--- src/rtl/nps_pkg.sv ---
// Shared types, constants and cell lookup functions for the nine-patch slicer.
package nps_pkg;

  // Field widths fixed by the interface.
  localparam int unsigned CFG_W  = 15;
  localparam int unsigned IDX_W  = 3;
  localparam int unsigned OUT_W  = 18;
  localparam int unsigned MODE_W = 2;
  localparam int unsigned NCELL  = 9;

  // Configuration register indexes.
  localparam logic [IDX_W-1:0] REG_SRC_LEFT   = 3'd0;
  localparam logic [IDX_W-1:0] REG_SRC_TOP    = 3'd1;
  localparam logic [IDX_W-1:0] REG_SRC_RIGHT  = 3'd2;
  localparam logic [IDX_W-1:0] REG_SRC_BOTTOM = 3'd3;
  localparam logic [IDX_W-1:0] REG_MRG_LEFT   = 3'd4;
  localparam logic [IDX_W-1:0] REG_MRG_TOP    = 3'd5;
  localparam logic [IDX_W-1:0] REG_MRG_RIGHT  = 3'd6;
  localparam logic [IDX_W-1:0] REG_MRG_BOTTOM = 3'd7;

  // Draw and expand mode codes.
  localparam logic [MODE_W-1:0] MODE_NONE    = 2'd0;
  localparam logic [MODE_W-1:0] MODE_STRETCH = 2'd1;
  localparam logic [MODE_W-1:0] MODE_TILE    = 2'd2;
  localparam logic [MODE_W-1:0] MODE_UNUSED  = 2'd3;

  // Commands from the controller to the datapath.
  typedef struct packed {
    logic       capture;
    logic       calc;
    logic       clip;
    logic       load_out;
    logic       bad;
    logic [1:0] col;
    logic [1:0] row;
    logic       last;
  } nps_cmd_t;

  // Status from the datapath to the controller.
  typedef struct packed {
    logic       invalid;
    logic [2:0] col_nz;
    logic [2:0] row_nz;
  } nps_stat_t;

  // Column of a cell in row-major order.
  function automatic logic [1:0] nps_cell_col(input logic [3:0] idx);
    logic [1:0] c;
    case (idx)
      4'd0, 4'd3, 4'd6: c = 2'd0;
      4'd1, 4'd4, 4'd7: c = 2'd1;
      4'd2, 4'd5, 4'd8: c = 2'd2;
      default:          c = 2'd0;
    endcase
    return c;
  endfunction

  // Row of a cell in row-major order.
  function automatic logic [1:0] nps_cell_row(input logic [3:0] idx);
    logic [1:0] r;
    case (idx)
      4'd0, 4'd1, 4'd2: r = 2'd0;
      4'd3, 4'd4, 4'd5: r = 2'd1;
      4'd6, 4'd7, 4'd8: r = 2'd2;
      default:          r = 2'd0;
    endcase
    return r;
  endfunction

endpackage

--- src/rtl/nps_ctrl.sv ---
// Controller state machine: sequences boundary setup and walks the non-empty cells.
module nps_ctrl (
  input  logic              clk_i,
  input  logic              rst_ni,
  input  logic              in_valid_i,
  output logic              in_ready_o,
  input  logic              out_ready_i,
  output logic              out_valid_o,
  input  nps_pkg::nps_stat_t stat_i,
  output nps_pkg::nps_cmd_t  cmd_o
);
  import nps_pkg::*;

  localparam logic [2:0] S_IDLE = 3'd0;
  localparam logic [2:0] S_CALC = 3'd1;
  localparam logic [2:0] S_CLIP = 3'd2;
  localparam logic [2:0] S_SCAN = 3'd3;
  localparam logic [2:0] S_EMIT = 3'd4;
  localparam logic [2:0] S_BAD  = 3'd5;

  logic [2:0]       state_q, state_d;
  logic [NCELL-1:0] pend_q, pend_d;
  logic             out_valid_q, out_valid_d;
  logic [NCELL-1:0] mask;
  logic [NCELL-1:0] pend_rest;
  logic [3:0]       idx;
  logic             slot_free;

  // Cells with non-zero source width and height.
  always_comb begin
    for (int y = 0; y < 3; y++) begin
      for (int x = 0; x < 3; x++) begin
        mask[y*3+x] = stat_i.row_nz[y] & stat_i.col_nz[x];
      end
    end
  end

  // Lowest pending cell, and the pending set without it.
  always_comb begin
    idx = 4'd0;
    for (int i = NCELL - 1; i >= 0; i--) begin
      if (pend_q[i]) begin
        idx = 4'(i);
      end
    end
  end

  assign pend_rest = pend_q & (pend_q - NCELL'(1));
  assign slot_free = !out_valid_q || out_ready_i;

  // Next state and commands.
  always_comb begin
    state_d = state_q;
    pend_d  = pend_q;
    cmd_o   = '0;
    case (state_q)
      S_IDLE: begin
        if (in_valid_i) begin
          cmd_o.capture = 1'b1;
          state_d       = S_CALC;
        end
      end
      S_CALC: begin
        cmd_o.calc = 1'b1;
        state_d    = S_CLIP;
      end
      S_CLIP: begin
        cmd_o.clip = 1'b1;
        state_d    = S_SCAN;
      end
      S_SCAN: begin
        if (stat_i.invalid) begin
          state_d = S_BAD;
        end else begin
          pend_d  = mask;
          state_d = S_EMIT;
        end
      end
      S_EMIT: begin
        if (pend_q == '0) begin
          state_d = S_IDLE;
        end else if (slot_free) begin
          cmd_o.load_out = 1'b1;
          cmd_o.col      = nps_cell_col(idx);
          cmd_o.row      = nps_cell_row(idx);
          cmd_o.last     = (pend_rest == '0);
          pend_d         = pend_rest;
          if (pend_rest == '0) begin
            state_d = S_IDLE;
          end
        end
      end
      S_BAD: begin
        if (slot_free) begin
          cmd_o.load_out = 1'b1;
          cmd_o.bad      = 1'b1;
          cmd_o.last     = 1'b1;
          state_d        = S_IDLE;
        end
      end
      default: begin
        state_d = S_IDLE;
      end
    endcase
  end

  // Output request valid: set on load, cleared when taken.
  always_comb begin
    out_valid_d = out_valid_q;
    if (cmd_o.load_out) begin
      out_valid_d = 1'b1;
    end else if (out_ready_i) begin
      out_valid_d = 1'b0;
    end
  end

  always_ff @(posedge clk_i or negedge rst_ni) begin
    if (!rst_ni) begin
      state_q     <= S_IDLE;
      pend_q      <= '0;
      out_valid_q <= 1'b0;
    end else begin
      state_q     <= state_d;
      pend_q      <= pend_d;
      out_valid_q <= out_valid_d;
    end
  end

  assign in_ready_o  = (state_q == S_IDLE);
  assign out_valid_o = out_valid_q;

endmodule

--- src/rtl/nps_dp.sv ---
// Datapath: configuration registers, boundary arithmetic, clipping and the result register.
module nps_dp #(
  parameter int unsigned COORD_BITS = 16
) (
  input  logic                                 clk_i,
  input  logic                                 rst_ni,
  input  logic                                 cfg_we_i,
  input  logic [nps_pkg::IDX_W-1:0]            cfg_idx_i,
  input  logic [nps_pkg::CFG_W-1:0]            cfg_data_i,
  input  logic signed [COORD_BITS-1:0]         dest_left_i,
  input  logic signed [COORD_BITS-1:0]         dest_top_i,
  input  logic signed [COORD_BITS-1:0]         dest_right_i,
  input  logic signed [COORD_BITS-1:0]         dest_bottom_i,
  input  logic [nps_pkg::MODE_W-1:0]           expand_mode_i,
  input  nps_pkg::nps_cmd_t                    cmd_i,
  output nps_pkg::nps_stat_t                   stat_o,
  output logic                                 status_o,
  output logic signed [nps_pkg::OUT_W-1:0]     cell_src_left_o,
  output logic signed [nps_pkg::OUT_W-1:0]     cell_src_top_o,
  output logic signed [nps_pkg::OUT_W-1:0]     cell_src_right_o,
  output logic signed [nps_pkg::OUT_W-1:0]     cell_src_bottom_o,
  output logic signed [nps_pkg::OUT_W-1:0]     cell_dst_left_o,
  output logic signed [nps_pkg::OUT_W-1:0]     cell_dst_top_o,
  output logic signed [nps_pkg::OUT_W-1:0]     cell_dst_right_o,
  output logic signed [nps_pkg::OUT_W-1:0]     cell_dst_bottom_o,
  output logic [nps_pkg::MODE_W-1:0]           cell_mode_o,
  output logic                                 last_cell_o
);
  import nps_pkg::*;

  // Internal width covers coordinates, margins and their sums and differences.
  localparam int unsigned BASE_W = (COORD_BITS > 16) ? COORD_BITS : 16;
  localparam int unsigned IW     = BASE_W + 4;

  logic [CFG_W-1:0] cfg_q [8];

  logic signed [IW-1:0] dl_q, dt_q, dr_q, db_q;
  logic [MODE_W-1:0]    mode_q;

  logic signed [IW-1:0] sl, st, sr, sb, ml, mt, mr, mb;

  logic signed [IW-1:0] dx1_q, dx2_q, sx1_q, sx2_q, szx_q, spx_q;
  logic signed [IW-1:0] dy1_q, dy2_q, sy1_q, sy2_q, szy_q, spy_q;
  logic [CFG_W:0]       smx_q, smy_q;
  logic                 invalid_q;

  logic signed [IW-1:0] dx1_d, dx2_d, sx1_d, sx2_d, szx_d, spx_d;
  logic signed [IW-1:0] dy1_d, dy2_d, sy1_d, sy2_d, szy_d, spy_d;

  logic signed [IW-1:0] sxb_q [4];
  logic signed [IW-1:0] dxb_q [4];
  logic signed [IW-1:0] syb_q [4];
  logic signed [IW-1:0] dyb_q [4];
  logic signed [IW-1:0] sxb_d [4];
  logic signed [IW-1:0] dxb_d [4];
  logic signed [IW-1:0] syb_d [4];
  logic signed [IW-1:0] dyb_d [4];

  logic [1:0] col_n, row_n;

  // Fit the margins of one axis to the destination size.
  function automatic logic [8*IW-1:0] clip_axis(
    input logic signed [IW-1:0] s0, s1, s2, s3,
    input logic signed [IW-1:0] d0, d1, d2, d3,
    input logic signed [IW-1:0] size, spx,
    input logic [CFG_W-1:0]     m0, m1,
    input logic [CFG_W:0]       sum
  );
    logic signed [IW-1:0] n0, n1, n2, n3, e0, e1, e2, e3;
    logic signed [IW-1:0] m0e, m1e, sume, s0p, s3m, spm;
    m0e  = signed'({{(IW-CFG_W){1'b0}}, m0});
    m1e  = signed'({{(IW-CFG_W){1'b0}}, m1});
    sume = signed'({{(IW-CFG_W-1){1'b0}}, sum});
    s0p  = s0 + size;
    s3m  = s3 - size;
    spm  = spx - size;
    n0 = s0; n1 = s1; n2 = s2; n3 = s3;
    e0 = d0; e1 = d1; e2 = d2; e3 = d3;
    if (sume <= size) begin
      n0 = s0;
    end else if (m0e >= size) begin
      // Left or top border alone covers the destination.
      n1 = s0p; n2 = s0p; n3 = s0p;
      e1 = d3;  e2 = d3;  e3 = d3;
    end else if (m1e >= size) begin
      // Right or bottom border alone covers the destination.
      n0 = s3m; n1 = s3m; n2 = s3m;
      e0 = d0;  e1 = d0;  e2 = d0;
    end else begin
      // First border kept whole, second one fills the rest.
      n2 = spm;
      e2 = d1;
    end
    return {n0, n1, n2, n3, e0, e1, e2, e3};
  endfunction

  // Configuration registers.
  always_ff @(posedge clk_i or negedge rst_ni) begin
    if (!rst_ni) begin
      for (int i = 0; i < 8; i++) begin
        cfg_q[i] <= '0;
      end
    end else if (cfg_we_i) begin
      cfg_q[cfg_idx_i] <= cfg_data_i;
    end
  end

  assign sl = signed'({{(IW-CFG_W){1'b0}}, cfg_q[REG_SRC_LEFT]});
  assign st = signed'({{(IW-CFG_W){1'b0}}, cfg_q[REG_SRC_TOP]});
  assign sr = signed'({{(IW-CFG_W){1'b0}}, cfg_q[REG_SRC_RIGHT]});
  assign sb = signed'({{(IW-CFG_W){1'b0}}, cfg_q[REG_SRC_BOTTOM]});
  assign ml = signed'({{(IW-CFG_W){1'b0}}, cfg_q[REG_MRG_LEFT]});
  assign mt = signed'({{(IW-CFG_W){1'b0}}, cfg_q[REG_MRG_TOP]});
  assign mr = signed'({{(IW-CFG_W){1'b0}}, cfg_q[REG_MRG_RIGHT]});
  assign mb = signed'({{(IW-CFG_W){1'b0}}, cfg_q[REG_MRG_BOTTOM]});

  // Capture the request; the unused mode code reads as none.
  always_ff @(posedge clk_i) begin
    if (cmd_i.capture) begin
      dl_q   <= signed'({{(IW-COORD_BITS){dest_left_i[COORD_BITS-1]}}, dest_left_i});
      dt_q   <= signed'({{(IW-COORD_BITS){dest_top_i[COORD_BITS-1]}}, dest_top_i});
      dr_q   <= signed'({{(IW-COORD_BITS){dest_right_i[COORD_BITS-1]}}, dest_right_i});
      db_q   <= signed'({{(IW-COORD_BITS){dest_bottom_i[COORD_BITS-1]}}, dest_bottom_i});
      mode_q <= (expand_mode_i == MODE_UNUSED) ? MODE_NONE : expand_mode_i;
    end
  end

  // Raw inner boundaries, sizes and the pre-summed source term for the shared case.
  always_comb begin
    dx1_d = dl_q + ml;
    dx2_d = dr_q - mr;
    sx1_d = sl + ml;
    sx2_d = sr - mr;
    szx_d = dr_q - dl_q;
    spx_d = sr + ml;
    dy1_d = dt_q + mt;
    dy2_d = db_q - mb;
    sy1_d = st + mt;
    sy2_d = sb - mb;
    szy_d = db_q - dt_q;
    spy_d = sb + mt;
  end

  always_ff @(posedge clk_i) begin
    if (cmd_i.calc) begin
      dx1_q     <= dx1_d;
      dx2_q     <= dx2_d;
      sx1_q     <= sx1_d;
      sx2_q     <= sx2_d;
      szx_q     <= szx_d;
      spx_q     <= spx_d;
      smx_q     <= {1'b0, cfg_q[REG_MRG_LEFT]} + {1'b0, cfg_q[REG_MRG_RIGHT]};
      dy1_q     <= dy1_d;
      dy2_q     <= dy2_d;
      sy1_q     <= sy1_d;
      sy2_q     <= sy2_d;
      szy_q     <= szy_d;
      spy_q     <= spy_d;
      smy_q     <= {1'b0, cfg_q[REG_MRG_TOP]} + {1'b0, cfg_q[REG_MRG_BOTTOM]};
      // The source split is monotone unless the inner boundaries cross.
      invalid_q <= (sx1_d > sx2_d) || (sy1_d > sy2_d);
    end
  end

  // Clipped boundaries for both axes.
  always_comb begin
    {sxb_d[0], sxb_d[1], sxb_d[2], sxb_d[3], dxb_d[0], dxb_d[1], dxb_d[2], dxb_d[3]} =
      clip_axis(sl, sx1_q, sx2_q, sr, dl_q, dx1_q, dx2_q, dr_q, szx_q, spx_q,
                cfg_q[REG_MRG_LEFT], cfg_q[REG_MRG_RIGHT], smx_q);
    {syb_d[0], syb_d[1], syb_d[2], syb_d[3], dyb_d[0], dyb_d[1], dyb_d[2], dyb_d[3]} =
      clip_axis(st, sy1_q, sy2_q, sb, dt_q, dy1_q, dy2_q, db_q, szy_q, spy_q,
                cfg_q[REG_MRG_TOP], cfg_q[REG_MRG_BOTTOM], smy_q);
  end

  always_ff @(posedge clk_i) begin
    if (cmd_i.clip) begin
      for (int i = 0; i < 4; i++) begin
        sxb_q[i] <= sxb_d[i];
        dxb_q[i] <= dxb_d[i];
        syb_q[i] <= syb_d[i];
        dyb_q[i] <= dyb_d[i];
      end
    end
  end

  // Columns and rows of non-zero source size.
  always_comb begin
    stat_o.invalid = invalid_q;
    for (int i = 0; i < 3; i++) begin
      stat_o.col_nz[i] = (sxb_q[i] != sxb_q[i+1]);
      stat_o.row_nz[i] = (syb_q[i] != syb_q[i+1]);
    end
  end

  assign col_n = cmd_i.col + 2'd1;
  assign row_n = cmd_i.row + 2'd1;

  // Result register: one cell, or the invalid-split marker.
  always_ff @(posedge clk_i) begin
    if (cmd_i.load_out) begin
      last_cell_o <= cmd_i.last;
      if (cmd_i.bad) begin
        status_o          <= 1'b1;
        cell_src_left_o   <= '0;
        cell_src_top_o    <= '0;
        cell_src_right_o  <= '0;
        cell_src_bottom_o <= '0;
        cell_dst_left_o   <= '0;
        cell_dst_top_o    <= '0;
        cell_dst_right_o  <= '0;
        cell_dst_bottom_o <= '0;
        cell_mode_o       <= MODE_NONE;
      end else begin
        status_o          <= 1'b0;
        cell_src_left_o   <= sxb_q[cmd_i.col][OUT_W-1:0];
        cell_src_top_o    <= syb_q[cmd_i.row][OUT_W-1:0];
        cell_src_right_o  <= sxb_q[col_n][OUT_W-1:0];
        cell_src_bottom_o <= syb_q[row_n][OUT_W-1:0];
        cell_dst_left_o   <= dxb_q[cmd_i.col][OUT_W-1:0];
        cell_dst_top_o    <= dyb_q[cmd_i.row][OUT_W-1:0];
        cell_dst_right_o  <= dxb_q[col_n][OUT_W-1:0];
        cell_dst_bottom_o <= dyb_q[row_n][OUT_W-1:0];
        // Corners are drawn unscaled; edges and center use the expand mode.
        cell_mode_o       <= (cmd_i.col == 2'd1 || cmd_i.row == 2'd1) ? mode_q : MODE_NONE;
      end
    end
  end

endmodule

--- src/rtl/nine_patch_slicer.sv ---
// Top level of the nine-patch slicer: controller, datapath and interface checks.
//
//   channel   direction  handshake                 payload
//   request   in         in_valid_i / in_ready_o   dest_*_i, expand_mode_i
//   result    out        out_valid_o / out_ready_i status_o, cell_*_o, last_cell_o
//   config    in         cfg_we_i                  cfg_idx_i, cfg_data_i
//
// A request steps through capture, boundary calculation, clipping and a scan of the
// cells, then loads one result per non-empty cell into the single result register,
// one cell per cycle while the result is not stalled (one result for an invalid split,
// none when every cell is empty).
// Reset clears the configuration registers, the controller and the result valid.
// A stalled result holds the cell walk; the next request is taken while the last
// result still waits.
module nine_patch_slicer #(
  parameter int unsigned COORD_BITS = 16
) (
  input  logic                             clk_i,
  input  logic                             rst_ni,
  input  logic                             in_valid_i,
  output logic                             in_ready_o,
  input  logic signed [COORD_BITS-1:0]     dest_left_i,
  input  logic signed [COORD_BITS-1:0]     dest_top_i,
  input  logic signed [COORD_BITS-1:0]     dest_right_i,
  input  logic signed [COORD_BITS-1:0]     dest_bottom_i,
  input  logic [nps_pkg::MODE_W-1:0]       expand_mode_i,
  output logic                             out_valid_o,
  input  logic                             out_ready_i,
  output logic                             status_o,
  output logic signed [nps_pkg::OUT_W-1:0] cell_src_left_o,
  output logic signed [nps_pkg::OUT_W-1:0] cell_src_top_o,
  output logic signed [nps_pkg::OUT_W-1:0] cell_src_right_o,
  output logic signed [nps_pkg::OUT_W-1:0] cell_src_bottom_o,
  output logic signed [nps_pkg::OUT_W-1:0] cell_dst_left_o,
  output logic signed [nps_pkg::OUT_W-1:0] cell_dst_top_o,
  output logic signed [nps_pkg::OUT_W-1:0] cell_dst_right_o,
  output logic signed [nps_pkg::OUT_W-1:0] cell_dst_bottom_o,
  output logic [nps_pkg::MODE_W-1:0]       cell_mode_o,
  output logic                             last_cell_o,
  input  logic                             cfg_we_i,
  input  logic [nps_pkg::IDX_W-1:0]        cfg_idx_i,
  input  logic [nps_pkg::CFG_W-1:0]        cfg_data_i
);
  import nps_pkg::*;

  nps_cmd_t  cmd;
  nps_stat_t stat;

  // Sequencer.
  nps_ctrl u_ctrl (
    .clk_i       (clk_i),
    .rst_ni      (rst_ni),
    .in_valid_i  (in_valid_i),
    .in_ready_o  (in_ready_o),
    .out_ready_i (out_ready_i),
    .out_valid_o (out_valid_o),
    .stat_i      (stat),
    .cmd_o       (cmd)
  );

  // Arithmetic and storage.
  nps_dp #(
    .COORD_BITS (COORD_BITS)
  ) u_dp (
    .clk_i             (clk_i),
    .rst_ni            (rst_ni),
    .cfg_we_i          (cfg_we_i),
    .cfg_idx_i         (cfg_idx_i),
    .cfg_data_i        (cfg_data_i),
    .dest_left_i       (dest_left_i),
    .dest_top_i        (dest_top_i),
    .dest_right_i      (dest_right_i),
    .dest_bottom_i     (dest_bottom_i),
    .expand_mode_i     (expand_mode_i),
    .cmd_i             (cmd),
    .stat_o            (stat),
    .status_o          (status_o),
    .cell_src_left_o   (cell_src_left_o),
    .cell_src_top_o    (cell_src_top_o),
    .cell_src_right_o  (cell_src_right_o),
    .cell_src_bottom_o (cell_src_bottom_o),
    .cell_dst_left_o   (cell_dst_left_o),
    .cell_dst_top_o    (cell_dst_top_o),
    .cell_dst_right_o  (cell_dst_right_o),
    .cell_dst_bottom_o (cell_dst_bottom_o),
    .cell_mode_o       (cell_mode_o),
    .last_cell_o       (last_cell_o)
  );

`ifndef SYNTH
  // An accepted request keeps the block busy for the setup cycles.
  a_busy_after_accept: assert property (@(posedge clk_i) disable iff (!rst_ni)
    in_valid_i && in_ready_o |=> !in_ready_o ##1 !in_ready_o)
    else $error("request accepted during boundary setup");

  // An invalid split is a single result that closes the request.
  a_bad_is_last: assert property (@(posedge clk_i) disable iff (!rst_ni)
    out_valid_o && status_o |-> last_cell_o && cell_mode_o == MODE_NONE)
    else $error("invalid split result not final or has a draw mode");

  // No result is loaded during the setup of a request.
  a_no_load_in_setup: assert property (@(posedge clk_i) disable iff (!rst_ni)
    cmd.calc || cmd.clip || cmd.capture |-> !cmd.load_out)
    else $error("result loaded while boundaries are being built");
`endif

endmodule
--- config.mk ---
export PLATFORM = sky130hd
export DESIGN_NAME = nine_patch_slicer
export DESIGN_NICKNAME = d
export VERILOG_FILES = /design/src/rtl/nps_pkg.sv /design/src/rtl/nps_ctrl.sv /design/src/rtl/nps_dp.sv /design/src/rtl/nine_patch_slicer.sv
export SDC_FILE = /design/constraint.sdc
export NUM_CORES = 2
export LEC_CHECK = 0
export ABC_AREA = 1
export BUFFER_PORTS_ARGS = -buffer_cell sky130_fd_sc_hd__buf_2
export CORE_ASPECT_RATIO = 1.4
export CORE_MARGIN = 4
export CORE_UTILIZATION = 45
export DETAILED_ROUTE_END_ITERATION = 10
export GPL_TIMING_DRIVEN = 1
export PLACE_DENSITY_LB_ADDON = 0.2
export RECOVER_POWER = 25
export SLEW_MARGIN = 20
export SYNTH_ARGS = -nofsm -noshare
export SYNTH_HDL_FRONTEND = slang
export SYNTH_SLANG_ARGS = --single-unit
--- constraint.sdc ---
create_clock -name clk_i -period 21.6 [get_ports clk_i]
set_input_delay 1.08 -clock clk_i [delete_from_list [all_inputs] [get_ports clk_i]]
set_output_delay 1.08 -clock clk_i [all_outputs]
set_load 0.05 [all_outputs]
==> flow_summary.yaml <==
run_status:
  outcome: "complete, but fails checks"
  violations: "capacitance limit, slew limit"
worst_setup_path:
  cp.arrival_ns: 6.26
  setup.worst_path.start: "u_ctrl.state_q[1]"
  path_depth: 5
  path_max_fanout: 78
  crit_required_ns: 21.92
  crit_chain: "inv_1 > nor3_4 > clkbuf_1 > buf_4 > buf_4"
  slowest_stage: "clkbuf_1"
  rr_startpoint: "u_ctrl.state_q[1]"
  max_stage_delay_ns: 2.83
  crit_top_cell: "buf_4"
  critical-path-top-delay-family: "buffers and inverters"
  critPathKind: "reg -> reg"
  reg2reg_depth: 5
  crit_buf_inv: 4
  endpoint_kind: "register"
  cp-start-kind: "register"
synthesis:
  ys_async_sr_fraction: 0.154
  syn-cell-area_um2: 54700
  yosysSeqAreaShare: 0.463
  synth.distinct_cells: 49
  synth_xor_area_frac: 0.0484
  yosys.area_share.simple: 0.193
  yosys_warnings: 0
  muxShareOfSynthArea: 0
  synth_fa_ha_area_frac: 0.107
  syn_nets: 6883
  synth_top_family_by_area: "simple AND/OR/NAND/NOR gates"
  synthFlopType: "edfxtp_1"
  synth_edf_count: 733
  syn_avg_cell_area_um2: 8.63
  syn_inst: 6340
  synth-compound-area-share: 0.125
  ys_ff_latch: 866
cells_and_area:
  syn_to_final_growth_pct: 11.2
  final_cells: 8221
  final_common_cell: "nand2_1"
  final_area_um2: 60800
  drive_gt1_frac: 0.0714
  multiInputGateArea_um2: 25900
  nets: 7080
  fill_cells: 11600
  final_core_util: 0.503
  regArea_um2: 25300
  mostFrequentLayoutCells: "nand2_1 (1,617), edfxtp_1 (733), inv_1 (702), a21oi_1 (511), o21ai_0 (473)"
clocking:
  hold_buffers: 0
  clock_path_buffers: 3
  cts.sinks: 866
  cts_inserted_buffers: 89
  worstSkewPairLatency_ns: 0.74
  cts_tree: "yes"
  root_buffer: "clkbuf_16"
  cts.repair.resized: 0
  post_cts_buffers: 0
  path_clk_slew_ns: 0.07
  htreeDepth: 3
timing:
  period_share: 0.275
  setup_violations: 0
  slew_headroom: -1.69
  rsz0062_at_grt: "false"
  worstMarginPinSlew_ns: 4.03
  fin_setup_tns_ns: 0
  final_hold_viol_count: 0
  fmax_ghz: 0.168
  post-route-min-period_ns: 5.94
  drv_slew: 248
  fin_skew_ns: 0.0364
die:
  dieArea_um2: 127000
  die_w_um: 303
  pin_count: 239
  start_util: 0.452
  fp.dieH_um: 420
  coreArea_um2: 121000
  row_count: 151
flow_run:
  max-cap-violations: 5
global_routing:
  grt_antenna_before_repair: 5
  grt-ovfl-total: 0
  first_global_vias: 44800
  track_usage: 0.311
  grt_max_degree: 134
  grt_pass1_wl_um: 289000
pwr:
  leakagePower_nw: 27.4
  powerDensity_nw_per_um2: 167
  peakVddDrop_uv: 103
placement:
  hpwl_um: 158000
  place_area_um2: 57600
  place_congestion: 1.07
  dpl.cell_count: 8052
  port_buffers: 238
worst_hold_path:
  hold_depth: 2
  holdCritPathClass: "reg -> reg"
  hold_path.startpoint: "u_dp.sx1_q[8]"
detailed_routing:
  post-route-drc-count: 0
  wl_per_cell_um: 24.4
  route.vias.total: 46100
  route.final.wire_length_um: 201000
  drt_iter0_drc: 4124
  ant_nets: 0
  vias_per_cell: 5.60
  drt_pre_antenna_iters: 6
[worst register-to-register path, cell delays in order (launching register included)]
cell	delay [ns]
dfrtp_1	0.49
inv_1	0.13
nor3_4	0.12
clkbuf_1	2.83
buf_4	1.01
buf_4	0.89
[per-layer routing]
| layer | part of all wire | GRT usage | vias to the layer above |
|---|---|---|---|
| met2 | 0.49 | 0.545 | 1756 |
| met5 | 0.000080 | 0 | - |
| met4 | 0.090 | 0.238 | 2 |
| li1 | - | - | 21900 |
| met1 | 0.36 | 0.335 | 21800 |
| met3 | 0.060 | 0.0507 | 601 |
[state kept, by name, summed over array words and instances (netlist names), 17 cells and up]
name                    count
u_dp.cell_src_right_o      18
u_dp.dx2_q                 17
u_dp.dy1_q                 17
u_dp.cell_src_top_o        18
u_dp.cfg_q                120
u_dp.szx_q                 17
u_dp.sxb_q                 80
u_dp.dy2_q                 17
u_dp.szy_q                 17
u_dp.dx1_q                 17
u_dp.dxb_q                 66
u_dp.cell_src_left_o       18
u_dp.dyb_q                 66
u_dp.syb_q                 80
u_dp.cell_src_bottom_o     18
[per-stage QoR]
step                      total power, mW  hold WS (ns)  worst slack (ns)
final                                10.1         0.511             15.66
after global routing                 10.8         0.491             15.05
after CTS                            10.1         0.157             16.86
after detailed placement             8.34         0.505             16.89
after global placement               8.31         0.494             16.96
after floorplan                      6.70         0.450              8.89
[logic make-up after synthesis]
group           count (synthesis)
xor+xnor                      302
fa+ha+maj                     454
buf+inv                       902
compound gates               1241
flops                         866
simple gates                 2575
[cells in the mapped netlist (7+ instances only)]
master	n	area (um^2)
a21boi_0	7	52.6
edfxtp_1	733	22000
nand2_1	1620	6080
inv_1	701	2630
fa_1	20	400
nand4_1	75	469
o21bai_1	9	67.6
nand3b_1	14	105
clkbuf_1	114	428
xnor2_1	114	998
xor2_1	188	1650
dfrtp_1	133	3330
buf_2	54	270
a21oi_1	511	2560
a21o_1	35	263
ha_1	434	5430
nand3_1	325	1630
nor2_1	447	1680
a31oi_1	21	131
buf_1	10	37.5
buf_4	15	113
a211oi_1	11	82.6
o211ai_1	127	953
o21ai_0	473	2370
o21a_1	19	143
o22ai_1	7	43.8
nor3_1	53	265
or2_2	12	75.1
nor4_1	9	56.3
[path summary, 6_finish.rpt]
path | to | slack (ns)
min | u_dp.sxb_q[1][8] | 0.51
max reg2reg | u_dp.sxb_q[1][18] | 15.66
max in group asynchronous | u_dp.cfg_q[18] | 16.65
min reg2reg | u_dp.sxb_q[1][8] | 0.51
min in group asynchronous | u_ctrl.out_valid_o | 0.68
max | u_dp.sxb_q[1][18] | 15.66
[power by group]
| group | total, mW | internal, mW | switching, mW | leakage, nW |
|---|---|---|---|---|
| clock network | 1.73 | 1.01 | 0.724 | 1.56 |
| logic | 5.07 | 1.51 | 3.56 | 17.3 |
| registers | 3.33 | 2.83 | 0.498 | 8.48 |
| total | 10.1 | 5.35 | 4.78 | 27.4 |
[layout make-up]
| cell class | count | share of cell area |
|---|---|---|
| sequential | 866 | 0.417 |
| clock buffer | 116 | 0.0399 |
| timing repair buffer | 301 | 0.0269 |
| inverter | 707 | 0.0436 |
| multi-input combinational | 4572 | 0.426 |
| clock inverter | 50 | 0.0137 |
| tap | 1606 | 0.0330 |
| antenna | 3 | 0.000123 |
Power figures use the tool's default switching activity.
